===== src/hdl/sha256_pkg.sv =====
// shared types, constants and round functions of the sha-256 hasher
package sha256_pkg;

    localparam int unsigned WORD_W   = 32;
    localparam int unsigned LEN_W    = 64;
    localparam int unsigned ROUNDS   = 64;
    localparam int unsigned BLK_WORDS = 16;
    localparam int unsigned HASH_WORDS = 8;

    localparam logic [7:0]  PAD_BYTE  = 8'h80;
    localparam logic [3:0]  POS_LEN_HI = 4'd14;
    localparam logic [3:0]  POS_LAST   = 4'd15;
    localparam logic [5:0]  ROUND_LAST = 6'd63;
    localparam logic [2:0]  IDX_LAST   = 3'd7;
    localparam logic [2:0]  FULL_BYTES = 3'd4;

    localparam logic [WORD_W-1:0] INIT_HASH [HASH_WORDS] = '{
        32'h6a09e667, 32'hbb67ae85, 32'h3c6ef372, 32'ha54ff53a,
        32'h510e527f, 32'h9b05688c, 32'h1f83d9ab, 32'h5be0cd19
    };

    localparam logic [WORD_W-1:0] ROUND_K [ROUNDS] = '{
        32'h428a2f98, 32'h71374491, 32'hb5c0fbcf, 32'he9b5dba5,
        32'h3956c25b, 32'h59f111f1, 32'h923f82a4, 32'hab1c5ed5,
        32'hd807aa98, 32'h12835b01, 32'h243185be, 32'h550c7dc3,
        32'h72be5d74, 32'h80deb1fe, 32'h9bdc06a7, 32'hc19bf174,
        32'he49b69c1, 32'hefbe4786, 32'h0fc19dc6, 32'h240ca1cc,
        32'h2de92c6f, 32'h4a7484aa, 32'h5cb0a9dc, 32'h76f988da,
        32'h983e5152, 32'ha831c66d, 32'hb00327c8, 32'hbf597fc7,
        32'hc6e00bf3, 32'hd5a79147, 32'h06ca6351, 32'h14292967,
        32'h27b70a85, 32'h2e1b2138, 32'h4d2c6dfc, 32'h53380d13,
        32'h650a7354, 32'h766a0abb, 32'h81c2c92e, 32'h92722c85,
        32'ha2bfe8a1, 32'ha81a664b, 32'hc24b8b70, 32'hc76c51a3,
        32'hd192e819, 32'hd6990624, 32'hf40e3585, 32'h106aa070,
        32'h19a4c116, 32'h1e376c08, 32'h2748774c, 32'h34b0bcb5,
        32'h391c0cb3, 32'h4ed8aa4a, 32'h5b9cca4f, 32'h682e6ff3,
        32'h748f82ee, 32'h78a5636f, 32'h84c87814, 32'h8cc70208,
        32'h90befffa, 32'ha4506ceb, 32'hbef9a3f7, 32'hc67178f2
    };

    typedef enum logic [2:0] {
        ST_IDLE,
        ST_PAD,
        ST_ROUND,
        ST_UPDATE,
        ST_OUTPUT
    } t_state;

    // source of the word shifted into the block buffer
    typedef enum logic [2:0] {
        SRC_WORD,
        SRC_LAST,
        SRC_MARK,
        SRC_ZERO,
        SRC_LEN_HI,
        SRC_LEN_LO
    } t_src;

    typedef struct packed {
        logic        push;
        t_src        src;
        logic        add_len;
        logic        load_work;
        logic        round_en;
        logic [5:0]  round_idx;
        logic        update;
        logic        restart;
        logic [2:0]  out_idx;
    } t_cmd;

    function automatic logic [WORD_W-1:0] ror(input logic [WORD_W-1:0] x,
                                              input int unsigned n);
        ror = (x >> n) | (x << (WORD_W - n));
    endfunction

    function automatic logic [WORD_W-1:0] big_s0(input logic [WORD_W-1:0] x);
        big_s0 = ror(x, 2) ^ ror(x, 13) ^ ror(x, 22);
    endfunction

    function automatic logic [WORD_W-1:0] big_s1(input logic [WORD_W-1:0] x);
        big_s1 = ror(x, 6) ^ ror(x, 11) ^ ror(x, 25);
    endfunction

    function automatic logic [WORD_W-1:0] small_s0(input logic [WORD_W-1:0] x);
        small_s0 = ror(x, 7) ^ ror(x, 18) ^ (x >> 3);
    endfunction

    function automatic logic [WORD_W-1:0] small_s1(input logic [WORD_W-1:0] x);
        small_s1 = ror(x, 17) ^ ror(x, 19) ^ (x >> 10);
    endfunction

    // byte count above four counts as four
    function automatic logic [2:0] clamp_count(input logic [2:0] c);
        clamp_count = (c > FULL_BYTES) ? FULL_BYTES : c;
    endfunction

    // final word: keep the valid bytes; if fewer than four, put the pad byte right after them
    function automatic logic [WORD_W-1:0] last_word(input logic [WORD_W-1:0] w,
                                                    input logic [2:0] c);
        logic [2:0] cc;
        cc = clamp_count(c);
        unique case (cc)
            3'd0:    last_word = {PAD_BYTE, 24'h0};
            3'd1:    last_word = {w[31:24], PAD_BYTE, 16'h0};
            3'd2:    last_word = {w[31:16], PAD_BYTE, 8'h0};
            3'd3:    last_word = {w[31:8], PAD_BYTE};
            default: last_word = w;
        endcase
    endfunction

endpackage


===== src/hdl/sha256_hasher.sv =====
// sha-256 hasher top level: controller and datapath over valid/ready channels
// a non-final word is taken while idle; every 16th word adds the rounds
//   and a hash update before the next word is taken
// final word: padding, one or two compressions, then 8 digest words
// compression rate is set by the single round unit doing one round per cycle
// reset (i_rst_n low, synchronous): hash words take the initial values, length and
//   word position clear, controller goes idle; the block buffer is not cleared
module sha256_hasher (
    input  logic        i_clk,
    input  logic        i_rst_n,
    // input item channel
    input  logic        i_in_valid,
    output logic        o_in_ready,
    input  logic [31:0] i_message_word,
    input  logic [2:0]  i_byte_count,
    input  logic        i_last_word,
    // result item channel
    output logic        o_out_valid,
    input  logic        i_out_ready,
    output logic [31:0] o_digest_word,
    output logic [2:0]  o_word_index,
    output logic        o_digest_last
);

    // commands from the controller steer every datapath register
    sha256_pkg::t_cmd cmd;

    // controller: fsm, word position, padding order, round and readout counters
    sha256_ctrl u_ctrl (
        .i_clk         (i_clk),
        .i_rst_n       (i_rst_n),
        .i_in_valid    (i_in_valid),
        .i_last_word   (i_last_word),
        .i_byte_count  (i_byte_count),
        .o_in_ready    (o_in_ready),
        .o_out_valid   (o_out_valid),
        .i_out_ready   (i_out_ready),
        .o_word_index  (o_word_index),
        .o_digest_last (o_digest_last),
        .o_cmd         (cmd)
    );

    // datapath: 16-word window doubles as block buffer and message schedule,
    // working variables a..h, hash words and 64-bit bit length
    sha256_dp u_dp (
        .i_clk          (i_clk),
        .i_rst_n        (i_rst_n),
        .i_cmd          (cmd),
        .i_message_word (i_message_word),
        .i_byte_count   (i_byte_count),
        .i_last_word    (i_last_word),
        .o_digest_word  (o_digest_word)
    );

endmodule


===== src/hdl/sha256_dp.sv =====
// sha-256 datapath: block buffer / schedule window, round registers, hash words, length
module sha256_dp (
    input  logic                i_clk,
    input  logic                i_rst_n,
    input  sha256_pkg::t_cmd    i_cmd,
    input  logic [31:0]         i_message_word,
    input  logic [2:0]          i_byte_count,
    input  logic                i_last_word,
    output logic [31:0]         o_digest_word
);

    logic [31:0] r_w    [16];
    logic [31:0] r_v    [8];
    logic [31:0] r_hash [8];
    logic [63:0] r_bits;

    logic [31:0] n_push;
    logic [31:0] n_sched;
    logic [31:0] n_t1;
    logic [31:0] n_t2;
    logic [63:0] n_len_add;

    always_comb begin
        unique case (i_cmd.src)
            sha256_pkg::SRC_WORD:   n_push = i_message_word;
            sha256_pkg::SRC_LAST:   n_push = sha256_pkg::last_word(i_message_word,
                                                                   i_byte_count);
            sha256_pkg::SRC_MARK:   n_push = {sha256_pkg::PAD_BYTE, 24'h0};
            sha256_pkg::SRC_LEN_HI: n_push = r_bits[63:32];
            sha256_pkg::SRC_LEN_LO: n_push = r_bits[31:0];
            default:                n_push = 32'h0;
        endcase
    end

    assign n_len_add = i_last_word
        ? {58'h0, sha256_pkg::clamp_count(i_byte_count), 3'b000}
        : 64'd32;

    assign n_sched = sha256_pkg::small_s1(r_w[14]) + r_w[9]
                   + sha256_pkg::small_s0(r_w[1]) + r_w[0];

    assign n_t1 = r_v[7] + sha256_pkg::big_s1(r_v[4])
                + ((r_v[4] & r_v[5]) ^ (~r_v[4] & r_v[6]))
                + sha256_pkg::ROUND_K[i_cmd.round_idx] + r_w[0];
    assign n_t2 = sha256_pkg::big_s0(r_v[0])
                + ((r_v[0] & r_v[1]) ^ (r_v[0] & r_v[2]) ^ (r_v[1] & r_v[2]));

    // window shifts on every push and every round
    always_ff @(posedge i_clk) begin
        if (i_cmd.push || i_cmd.round_en) begin
            for (int i = 0; i < 15; i++) begin
                r_w[i] <= r_w[i+1];
            end
            r_w[15] <= i_cmd.push ? n_push : n_sched;
        end
    end

    always_ff @(posedge i_clk) begin
        if (i_cmd.load_work) begin
            for (int i = 0; i < 8; i++) begin
                r_v[i] <= r_hash[i];
            end
        end else if (i_cmd.round_en) begin
            r_v[7] <= r_v[6];
            r_v[6] <= r_v[5];
            r_v[5] <= r_v[4];
            r_v[4] <= r_v[3] + n_t1;
            r_v[3] <= r_v[2];
            r_v[2] <= r_v[1];
            r_v[1] <= r_v[0];
            r_v[0] <= n_t1 + n_t2;
        end
    end

    always_ff @(posedge i_clk) begin
        if (!i_rst_n || i_cmd.restart) begin
            for (int i = 0; i < 8; i++) begin
                r_hash[i] <= sha256_pkg::INIT_HASH[i];
            end
            r_bits <= 64'h0;
        end else begin
            if (i_cmd.update) begin
                for (int i = 0; i < 8; i++) begin
                    r_hash[i] <= r_hash[i] + r_v[i];
                end
            end
            if (i_cmd.add_len) begin
                r_bits <= r_bits + n_len_add;
            end
        end
    end

    assign o_digest_word = r_hash[i_cmd.out_idx];

endmodule


===== src/hdl/sha256_ctrl.sv =====
// sha-256 controller: word position, padding sequence, round count, digest readout
module sha256_ctrl (
    input  logic                i_clk,
    input  logic                i_rst_n,
    input  logic                i_in_valid,
    input  logic                i_last_word,
    input  logic [2:0]          i_byte_count,
    output logic                o_in_ready,
    output logic                o_out_valid,
    input  logic                i_out_ready,
    output logic [2:0]          o_word_index,
    output logic                o_digest_last,
    output sha256_pkg::t_cmd    o_cmd
);

    sha256_pkg::t_state r_state, n_state;
    logic [3:0] r_pos;
    logic [5:0] r_round;
    logic [2:0] r_out_idx;
    logic       r_marker;
    logic       r_len_hi;
    logic       r_final;
    logic       r_pad;

    logic accept_in;
    logic accept_out;
    logic push_en;
    logic wrap;

    assign o_in_ready  = (r_state == sha256_pkg::ST_IDLE);
    assign o_out_valid = (r_state == sha256_pkg::ST_OUTPUT);
    assign accept_in   = i_in_valid && o_in_ready;
    assign accept_out  = o_out_valid && i_out_ready;
    // a word enters the window on an accepted item or on any padding cycle
    assign push_en     = accept_in || (r_state == sha256_pkg::ST_PAD);
    assign wrap        = push_en && (r_pos == sha256_pkg::POS_LAST);

    // next state
    always_comb begin
        n_state = r_state;
        unique case (r_state)
            sha256_pkg::ST_IDLE: begin
                if (accept_in) begin
                    if (wrap)             n_state = sha256_pkg::ST_ROUND;
                    else if (i_last_word) n_state = sha256_pkg::ST_PAD;
                end
            end
            sha256_pkg::ST_PAD: begin
                if (wrap) n_state = sha256_pkg::ST_ROUND;
            end
            sha256_pkg::ST_ROUND: begin
                if (r_round == sha256_pkg::ROUND_LAST) n_state = sha256_pkg::ST_UPDATE;
            end
            sha256_pkg::ST_UPDATE: begin
                if (r_final)    n_state = sha256_pkg::ST_OUTPUT;
                else if (r_pad) n_state = sha256_pkg::ST_PAD;
                else            n_state = sha256_pkg::ST_IDLE;
            end
            sha256_pkg::ST_OUTPUT: begin
                if (accept_out && r_out_idx == sha256_pkg::IDX_LAST) begin
                    n_state = sha256_pkg::ST_IDLE;
                end
            end
            default: n_state = sha256_pkg::ST_IDLE;
        endcase
    end

    // outputs and datapath commands
    always_comb begin
        o_cmd           = '0;
        o_cmd.src       = sha256_pkg::SRC_ZERO;
        o_cmd.round_idx = r_round;
        o_cmd.out_idx   = r_out_idx;
        unique case (r_state)
            sha256_pkg::ST_IDLE: begin
                o_cmd.push    = accept_in;
                o_cmd.add_len = accept_in;
                o_cmd.src     = i_last_word ? sha256_pkg::SRC_LAST : sha256_pkg::SRC_WORD;
            end
            sha256_pkg::ST_PAD: begin
                o_cmd.push = 1'b1;
                priority if (r_marker)                          o_cmd.src = sha256_pkg::SRC_MARK;
                else if (r_pos == sha256_pkg::POS_LEN_HI)       o_cmd.src = sha256_pkg::SRC_LEN_HI;
                else if (r_pos == sha256_pkg::POS_LAST && r_len_hi)
                                                                o_cmd.src = sha256_pkg::SRC_LEN_LO;
                else                                            o_cmd.src = sha256_pkg::SRC_ZERO;
            end
            sha256_pkg::ST_ROUND:  o_cmd.round_en = 1'b1;
            sha256_pkg::ST_UPDATE: o_cmd.update   = 1'b1;
            sha256_pkg::ST_OUTPUT: begin
                o_cmd.restart = accept_out && (r_out_idx == sha256_pkg::IDX_LAST);
            end
            default: ;
        endcase
        o_cmd.load_work = wrap;
    end

    assign o_word_index  = r_out_idx;
    assign o_digest_last = (r_out_idx == sha256_pkg::IDX_LAST);

    always_ff @(posedge i_clk) begin
        if (!i_rst_n) begin
            r_state   <= sha256_pkg::ST_IDLE;
            r_pos     <= 4'd0;
            r_round   <= 6'd0;
            r_out_idx <= 3'd0;
            r_marker  <= 1'b0;
            r_len_hi  <= 1'b0;
            r_final   <= 1'b0;
            r_pad     <= 1'b0;
        end else begin
            r_state <= n_state;
            if (o_cmd.push) r_pos <= r_pos + 4'd1;
            if (o_cmd.round_en) r_round <= r_round + 6'd1;
            if (accept_out) r_out_idx <= r_out_idx + 3'd1;
            if (accept_in && i_last_word) begin
                r_pad    <= 1'b1;
                r_marker <= (sha256_pkg::clamp_count(i_byte_count) == sha256_pkg::FULL_BYTES);
            end
            if (r_state == sha256_pkg::ST_PAD) begin
                unique case (o_cmd.src)
                    sha256_pkg::SRC_MARK:   r_marker <= 1'b0;
                    sha256_pkg::SRC_LEN_HI: r_len_hi <= 1'b1;
                    sha256_pkg::SRC_LEN_LO: begin
                        r_len_hi <= 1'b0;
                        r_final  <= 1'b1;
                    end
                    default: ;
                endcase
            end
            if (o_cmd.restart) begin
                r_final <= 1'b0;
                r_pad   <= 1'b0;
            end
        end
    end

    // the two sides never open at once
    a_excl: assert property (@(posedge i_clk) disable iff (!i_rst_n)
        !(o_in_ready && o_out_valid))
        else $error("input and output open together");

    // compression ends only after the last round
    a_rounds: assert property (@(posedge i_clk) disable iff (!i_rst_n)
        (r_state == sha256_pkg::ST_UPDATE) |->
            ($past(r_state) == sha256_pkg::ST_ROUND && $past(r_round) == sha256_pkg::ROUND_LAST))
        else $error("update without a full set of rounds");

    // digest is read out only on a block boundary with padding complete
    a_out_pos: assert property (@(posedge i_clk) disable iff (!i_rst_n)
        o_out_valid |-> (r_pos == 4'd0 && !r_len_hi && !r_marker))
        else $error("digest readout mid block");

    // readout keeps going until the eighth word
    a_out_run: assert property (@(posedge i_clk) disable iff (!i_rst_n)
        (accept_out && !o_digest_last) |=> o_out_valid)
        else $error("digest readout cut short");

endmodule

===== config.mk =====
export PLATFORM = sky130hd
export DESIGN_NAME = sha256_hasher
export DESIGN_NICKNAME = d
export VERILOG_FILES = /design/src/hdl/sha256_pkg.sv /design/src/hdl/sha256_hasher.sv /design/src/hdl/sha256_dp.sv /design/src/hdl/sha256_ctrl.sv
export SDC_FILE = /design/constraint.sdc
export NUM_CORES = 2
export LEC_CHECK = 0
export BUFFER_PORTS_ARGS = -buffer_cell sky130_fd_sc_hd__buf_2
export CAP_MARGIN = 20
export CORE_ASPECT_RATIO = 1.25
export CORE_UTILIZATION = 60
export DETAILED_ROUTE_END_ITERATION = 10
export GPL_TIMING_DRIVEN = 0
export HOLD_SLACK_MARGIN = 0.03
export PLACE_DENSITY = 0.75
export SLEW_MARGIN = 10
export SYNTH_ARGS = -nofsm -noshare
export SYNTH_HDL_FRONTEND = slang
export SYNTH_HIERARCHICAL = 1
export SYNTH_SLANG_ARGS = --single-unit

===== constraint.sdc =====
create_clock -name i_clk -period 17.45 [get_ports i_clk]
set_input_delay 3.49 -clock i_clk [delete_from_list [all_inputs] [get_ports i_clk]]
set_output_delay 3.49 -clock i_clk [all_outputs]
set_load 0.005 [all_outputs]

# Word level (Yosys, flattened, before mapping)
# Memory sizes are Yosys's and may differ from the RTL's. A register that Yosys moved wholly into a read port is not among the register bits.
# Index checks and enable logic that the tools add are counted.
op_classes:
  n_mul: 0
  eq_ne: 21
  n_reduce_logical: 18
  n_bitwise: 45
  shift: 0
  order_cmp: 2
  n_div: 0
  n_mux: 59
  add_sub_neg: 22
ops:
  columns: ["op", "count"]
  rows:
  - ["2-to-1 mux 32 bit", 19]
  - ["adder 32 bit", 18]
  - ["XOR 32 bit", 9]
  - ["bitwise AND 32 bit", 5]
  - ["one-hot mux 32 bit (5 select lines)", 1]
  - ["one-hot mux 32 bit (4 select lines)", 1]
  - ["adder 64 bit", 1]
  - ["2-to-1 mux 3 bit", 13]
  - ["inverter 32 bit", 1]
  - ["OR 10 x 32 -> 32 bit", 1]
  - ["OR 13 x 32 -> 32 bit", 1]
  - ["OR 14 x 32 -> 32 bit", 1]
  - ["OR 15 x 32 -> 32 bit", 1]
  - ["OR 19 x 32 -> 32 bit", 1]
  - ["OR 21 x 32 -> 32 bit", 1]
  - ["OR 25 x 32 -> 32 bit", 1]
  - ["OR 26 x 32 -> 32 bit", 1]
  - ["OR 30 x 32 -> 32 bit", 1]
  - ["OR 7 x 32 -> 32 bit", 1]
  - ["XOR 32 x 22 -> 32 bit", 1]
  - ["XOR 32 x 29 -> 32 bit", 1]
  - ["2-to-1 mux 1 bit", 21]
  - ["OR 1 bit", 16]
  - ["== test 3 x 2 -> 1 bit (second input constant)", 5]
  - ["26 further kinds", 45]
word_totals:
  word_cells: 180
  in_bits: 40
  latchBits: 0
  mem_bits_rw: 1024
  regBits: 84
  rom_bits: 2048
  memories: 4
memory_table:
  columns: ["name", "depth", "word_bits", "read_ports", "rd_ports_with_merged_regs", "write_ports", "line_no", "rtl"]
  rows:
  - ["(no name shown)", 64, 32, 1, 0, 0, "sha256_dp.sv:44", "+ sha256_pkg::ROUND_K[i_cmd.round_idx] + r_w[0];"]
  - ["u_dp.r_w", 16, 32, 16, 0, 16, "sha256_dp.sv:12", "logic [31:0] r_w [16];"]
  - ["u_dp.r_hash", 8, 32, 9, 1, 8, "sha256_dp.sv:14", "logic [31:0] r_hash [8];"]
  - ["u_dp.r_v", 8, 32, 8, 0, 8, "sha256_dp.sv:13", "logic [31:0] r_v [8];"]

# Depth between registers and ports, before layout
# An unclocked memory read counts as a cell.
depth:
  word_depth: 10
  mapped_depth: 42

# Modules after synthesis
# The synthesis kept the hierarchy.
by_module_without_submodules:
  columns: ["module", "area_each_um2", "n_inst", "seq_area_each_um2", "cells_each"]
  rows:
  - ["sha256_dp", 67901.4, 1, 31970.7, 6272]
  - ["sha256_ctrl", 1042.2, 1, 400.4, 117]

# Least setup slack after synthesis
# OpenSTA, ideal clock, no wires.
synth_timing:
  kind: "input-to-reg"
  startpoint: "in i_in_valid"
  endpoint: "mem u_dp.r_w[0][0], enable pin"
  t_required_ns: 16.783
  path_buffers: 2
  arrival_time_ns: 10.415
  slack_ns: 6.369
  setup_ns: 0.667
  stages: 5
  path_cell_list: "nor2_1 -> nor3_2 -> clkbuf_1 -> clkbuf_1 -> or2_2"
synth_rtl:
  columns: ["item", "line_no", "rtl"]
  rows:
  - ["from (decl)", "sha256_hasher.sv:12", "input logic i_in_valid,"]
  - ["to (decl)", "sha256_dp.sv:12", null]

==> flow_metrics.py <==
metrics = {
    "power": {
        "power.share.clock": 0.249,
        "seq_power_share": 0.349,
        "internal_power_uw": 6240,
        "p_per_area_mw_per_mm2": 131,
        "pwr-share-comb": 0.402,
        "power.net_switching_uw": 3690,
        "p_sw_frac": 0.372,
        "leakage_uw": 0.0287,
        "peakVddDrop_uv": 207,
    },
    "finish": {
        "layout.cells.non_filler": 8181,
        "drive_gt1_frac": 0.0701,
        "fillers": 8697,
        "fin_nets": 7247,
        "syn2layout_area_growth_pct": 9.68,
    },
    "timing": {
        "hold_viol": 0,
        "fmax_ghz": 0.0739,
        "tns_ps": 0,
        "layout_min_cycle_time_ps": 13530,
        "rsz0062_at_grt": "no",
        "setup_viol": 0,
        "post-route-period-util": 0.775,
        "max_slew_margin": 0.129,
        "slew_viol_final": 0,
        "finClkSkew_ps": 51.0,
        "worst_pin_slew_ps": 1310,
    },
    "worst_hold_path": {
        "hold_end": "u_dp/r_w[1][222]",
        "hold_start": "u_dp/r_w[1][254]",
        "hold_path.class": "reg2reg",
        "hold_depth": 0,
    },
    "setup_path": {
        "worst_path_max_delay_cell": "a21oi_1",
        "end_kind": "register",
        "crit_arrival_ps": 14000,
        "r2r_end": "u_dp/r_v[0][29]",
        "max_stage_delay_ps": 1030,
        "cp_max_fo": 15,
        "worstReg2RegStart": "u_ctrl/r_round[1]",
        "worstPathRequired_ps": 17920,
        "timing.critical_path.from_type": "register",
        "reg2reg_slack_ps": 3920,
        "path_class": "reg2reg",
        "r2r_cells": 38,
    },
    "grt": {
        "antenna_found_initial": 1,
        "grt-ovfl-total": 0,
        "grt_start_max_net_pins": 68,
        "grt_pass1_wl_um": 341000,
        "grt_pass1_vias": 52200,
        "grtUsageTotal": 0.406,
    },
    "floorplan": {
        "pin_count": 78,
        "die_w_um": 305,
        "std_cell_rows": 138,
        "die-area_mm2": 0.116,
        "core_mm2": 0.114,
        "fp.dieH_um": 381,
        "start_util": 0.607,
    },
    "routing": {
        "wirelength_um": 238000,
        "drt_first_pass_iters": 7,
        "viasPerCell": 6.49,
        "first_iter_violations": 5555,
        "routedWlPerCell_um": 29.1,
        "drcViolationCount": 0,
        "ant_nets": 0,
        "vias": 53100,
    },
    "synthesis": {
        "avgSynthCellArea_um2": 10.8,
        "syn-cell-area_mm2": 0.0689,
        "synthCells": 6389,
        "ys_warn_count": 6,
        "seq_area_frac_synth": 0.470,
        "ys.flop_type": "edfxtp_1",
        "synth_cell_types": 95,
        "syn_nets": 7019,
        "synth-async-reset-ratio": 0,
        "synth-edff-count": 1024,
        "ys_seq_elements": 1105,
    },
    "clock_tree": {
        "cts_tree": "yes",
        "htree_levels": 3,
        "cts-root-buf": "clkbuf_16",
        "cts.sinks": 1105,
        "cts-resized-gates": 0,
        "post_cts_buffers": 0,
        "holdBufCountCts": 0,
        "numCtsBuffers": 111,
        "clock_path_buffers": 3,
        "clkTransAtPathRegs_ps": 70,
        "clock_latency_ps": 770,
    },
    "placed_design": {
        "routabilityCongestion": 1.02,
        "dpl.hpwl_um": 187000,
        "io_buffers": 77,
        "placed_cells": 7973,
    },
    "run": {
        "maxCapViolCount": 0,
    },
    "status": {
        "status": "completed",
    },
}
[flip-flops by register name, summed over array words and instances, names as in the netlist, 3 cells and up]
signal,cells
u_ctrl/r_state,3
u_ctrl/o_word_index,3
u_dp/r_w,512
u_ctrl/r_round,6
u_ctrl/r_pos,4
u_dp/r_bits,61
u_dp/r_hash,256
u_dp/r_v,256
[metal layers]
layer,vias up,routed length [um],global-route usage
met1,26000,80100,0.445
li1,23600,-,-
met3,798,17700,0.0579
met4,2,25100,0.361
met2,2729,115000,0.688
met5,-,9,0
[cell usage after synthesis, types with 73 or more instances]
master | instances | area (um^2)
ha_1 | 394 | 4930
clkbuf_1 | 240 | 901
inv_1 | 284 | 1070
edfxtp_1 | 1024 | 30700
fa_1 | 196 | 3920
dfxtp_1 | 81 | 1620
a21o_1 | 171 | 1280
o21ai_0 | 349 | 1750
xnor2_1 | 390 | 3420
nand2b_1 | 82 | 513
o21a_1 | 73 | 548
nor3_1 | 113 | 566
nand2_1 | 1006 | 3780
nand3_1 | 96 | 480
nor2_1 | 386 | 1450
xor2_1 | 207 | 1810
a21oi_1 | 337 | 1690
[cell usage in the layout, fill, tap and decap left out, types with 41 or more instances in the layout]
cell type / Yosys / layout
a211oi_1: 70 / 70
a21o_1: 171 / 171
a21oi_1: 337 / 337
a31oi_1: 61 / 61
and3_1: 42 / 42
buf_2: 5 / 84
clkbuf_1: 240 / 258
clkbuf_16: 0 / 112
dfxtp_1: 81 / 81
edfxtp_1: 1024 / 1024
fa_1: 196 / 196
ha_1: 394 / 394
inv_1: 284 / 284
mux2_2: 54 / 54
mux4_2: 68 / 68
nand2_1: 1006 / 1006
nand2b_1: 82 / 81
nand3_1: 96 / 96
nor2_1: 386 / 386
nor2b_1: 49 / 49
nor3_1: 113 / 113
o211ai_1: 41 / 41
o21a_1: 73 / 73
o21ai_0: 349 / 349
or3_1: 48 / 48
xnor2_1: 390 / 390
xor2_1: 207 / 207
[cells by family (layout without fill, tap and decap cells)]
logic type,after synthesis,in the layout,synth area share
AOI/OAI and AO/OA,1401,1401,0.131
xor gates and xnor gates,599,599,0.0764
adders and majority gates,606,606,0.131
buffers and inverters,560,880,0.0310
DFF,1105,1105,0.470
muxes,154,154,0.0357
other,0,2,0
and+or+nand+nor,1964,1964,0.126
[layout make-up]
class	count	area (um^2)	area share
antenna	2	5.00	0.0000662
buffer	275	1080	0.0143
inverter	285	1070	0.0141
tap	1470	1840	0.0243
clock inverter	64	761	0.0101
timing repair buffer	115	1110	0.0146
multi-input combinational	4724	34500	0.456
sequential	1105	32400	0.428
clock buffer	141	2930	0.0388
[per-stage QoR]
step	cell area, um^2	utilization	power [uW]	worst slack, ps	hold slack [ps]
2_1_floorplan	68900	-	6230	6370	400
3_3_place_gp	71200	0.626	7320	356	400
3_5_place_dp	71900	0.633	7360	4570	405
4_1_cts	75600	0.665	9880	4560	400
5_1_grt	75600	0.666	10400	3820	419
6_report	75600	0.666	9930	3920	392
[power groups by stage]
stage                     Combinational, uW  Sequential, uW  Clock [uW]
after floorplan                        2810            3420           0
after global placement                 3760            3550           0
after detailed placement               3850            3510           0
after CTS                              3910            3460        2500
after global routing                   4340            3480        2590
final                                  3990            3470        2470
[worst max path at each step]
| stage | start | end | slack (ps) | cells after the start |
|---|---|---|---|---|
| floorplan | i_in_valid | u_dp/r_w[0][0] | 6370 | 5 |
| global placement | i_out_ready | u_dp/r_hash[0][30] | 360 | 7 |
| detailed placement | u_ctrl/r_round[1] | u_dp/r_v[0][31] | 4570 | 38 |
| CTS | u_ctrl/r_round[1] | u_dp/r_v[0][31] | 4560 | 38 |
| global route | u_ctrl/r_round[1] | u_dp/r_v[0][31] | 3820 | 38 |
| finish | u_ctrl/r_round[1] | u_dp/r_v[0][29] | 3920 | 38 |
[worst max-delay path, delay by kind of cell, from the launching register on]
family / cells / cell delay (ps)
buffers and inverters: 10 / 2730
flip-flops: 1 / 680
XOR/XNOR: 2 / 710
AND/OR/NAND/NOR: 1 / 390
adder cells (fa/ha/maj): 7 / 3130
AO/OA/AOI/OAI: 18 / 5520
Power figures use the tool's default switching activity.
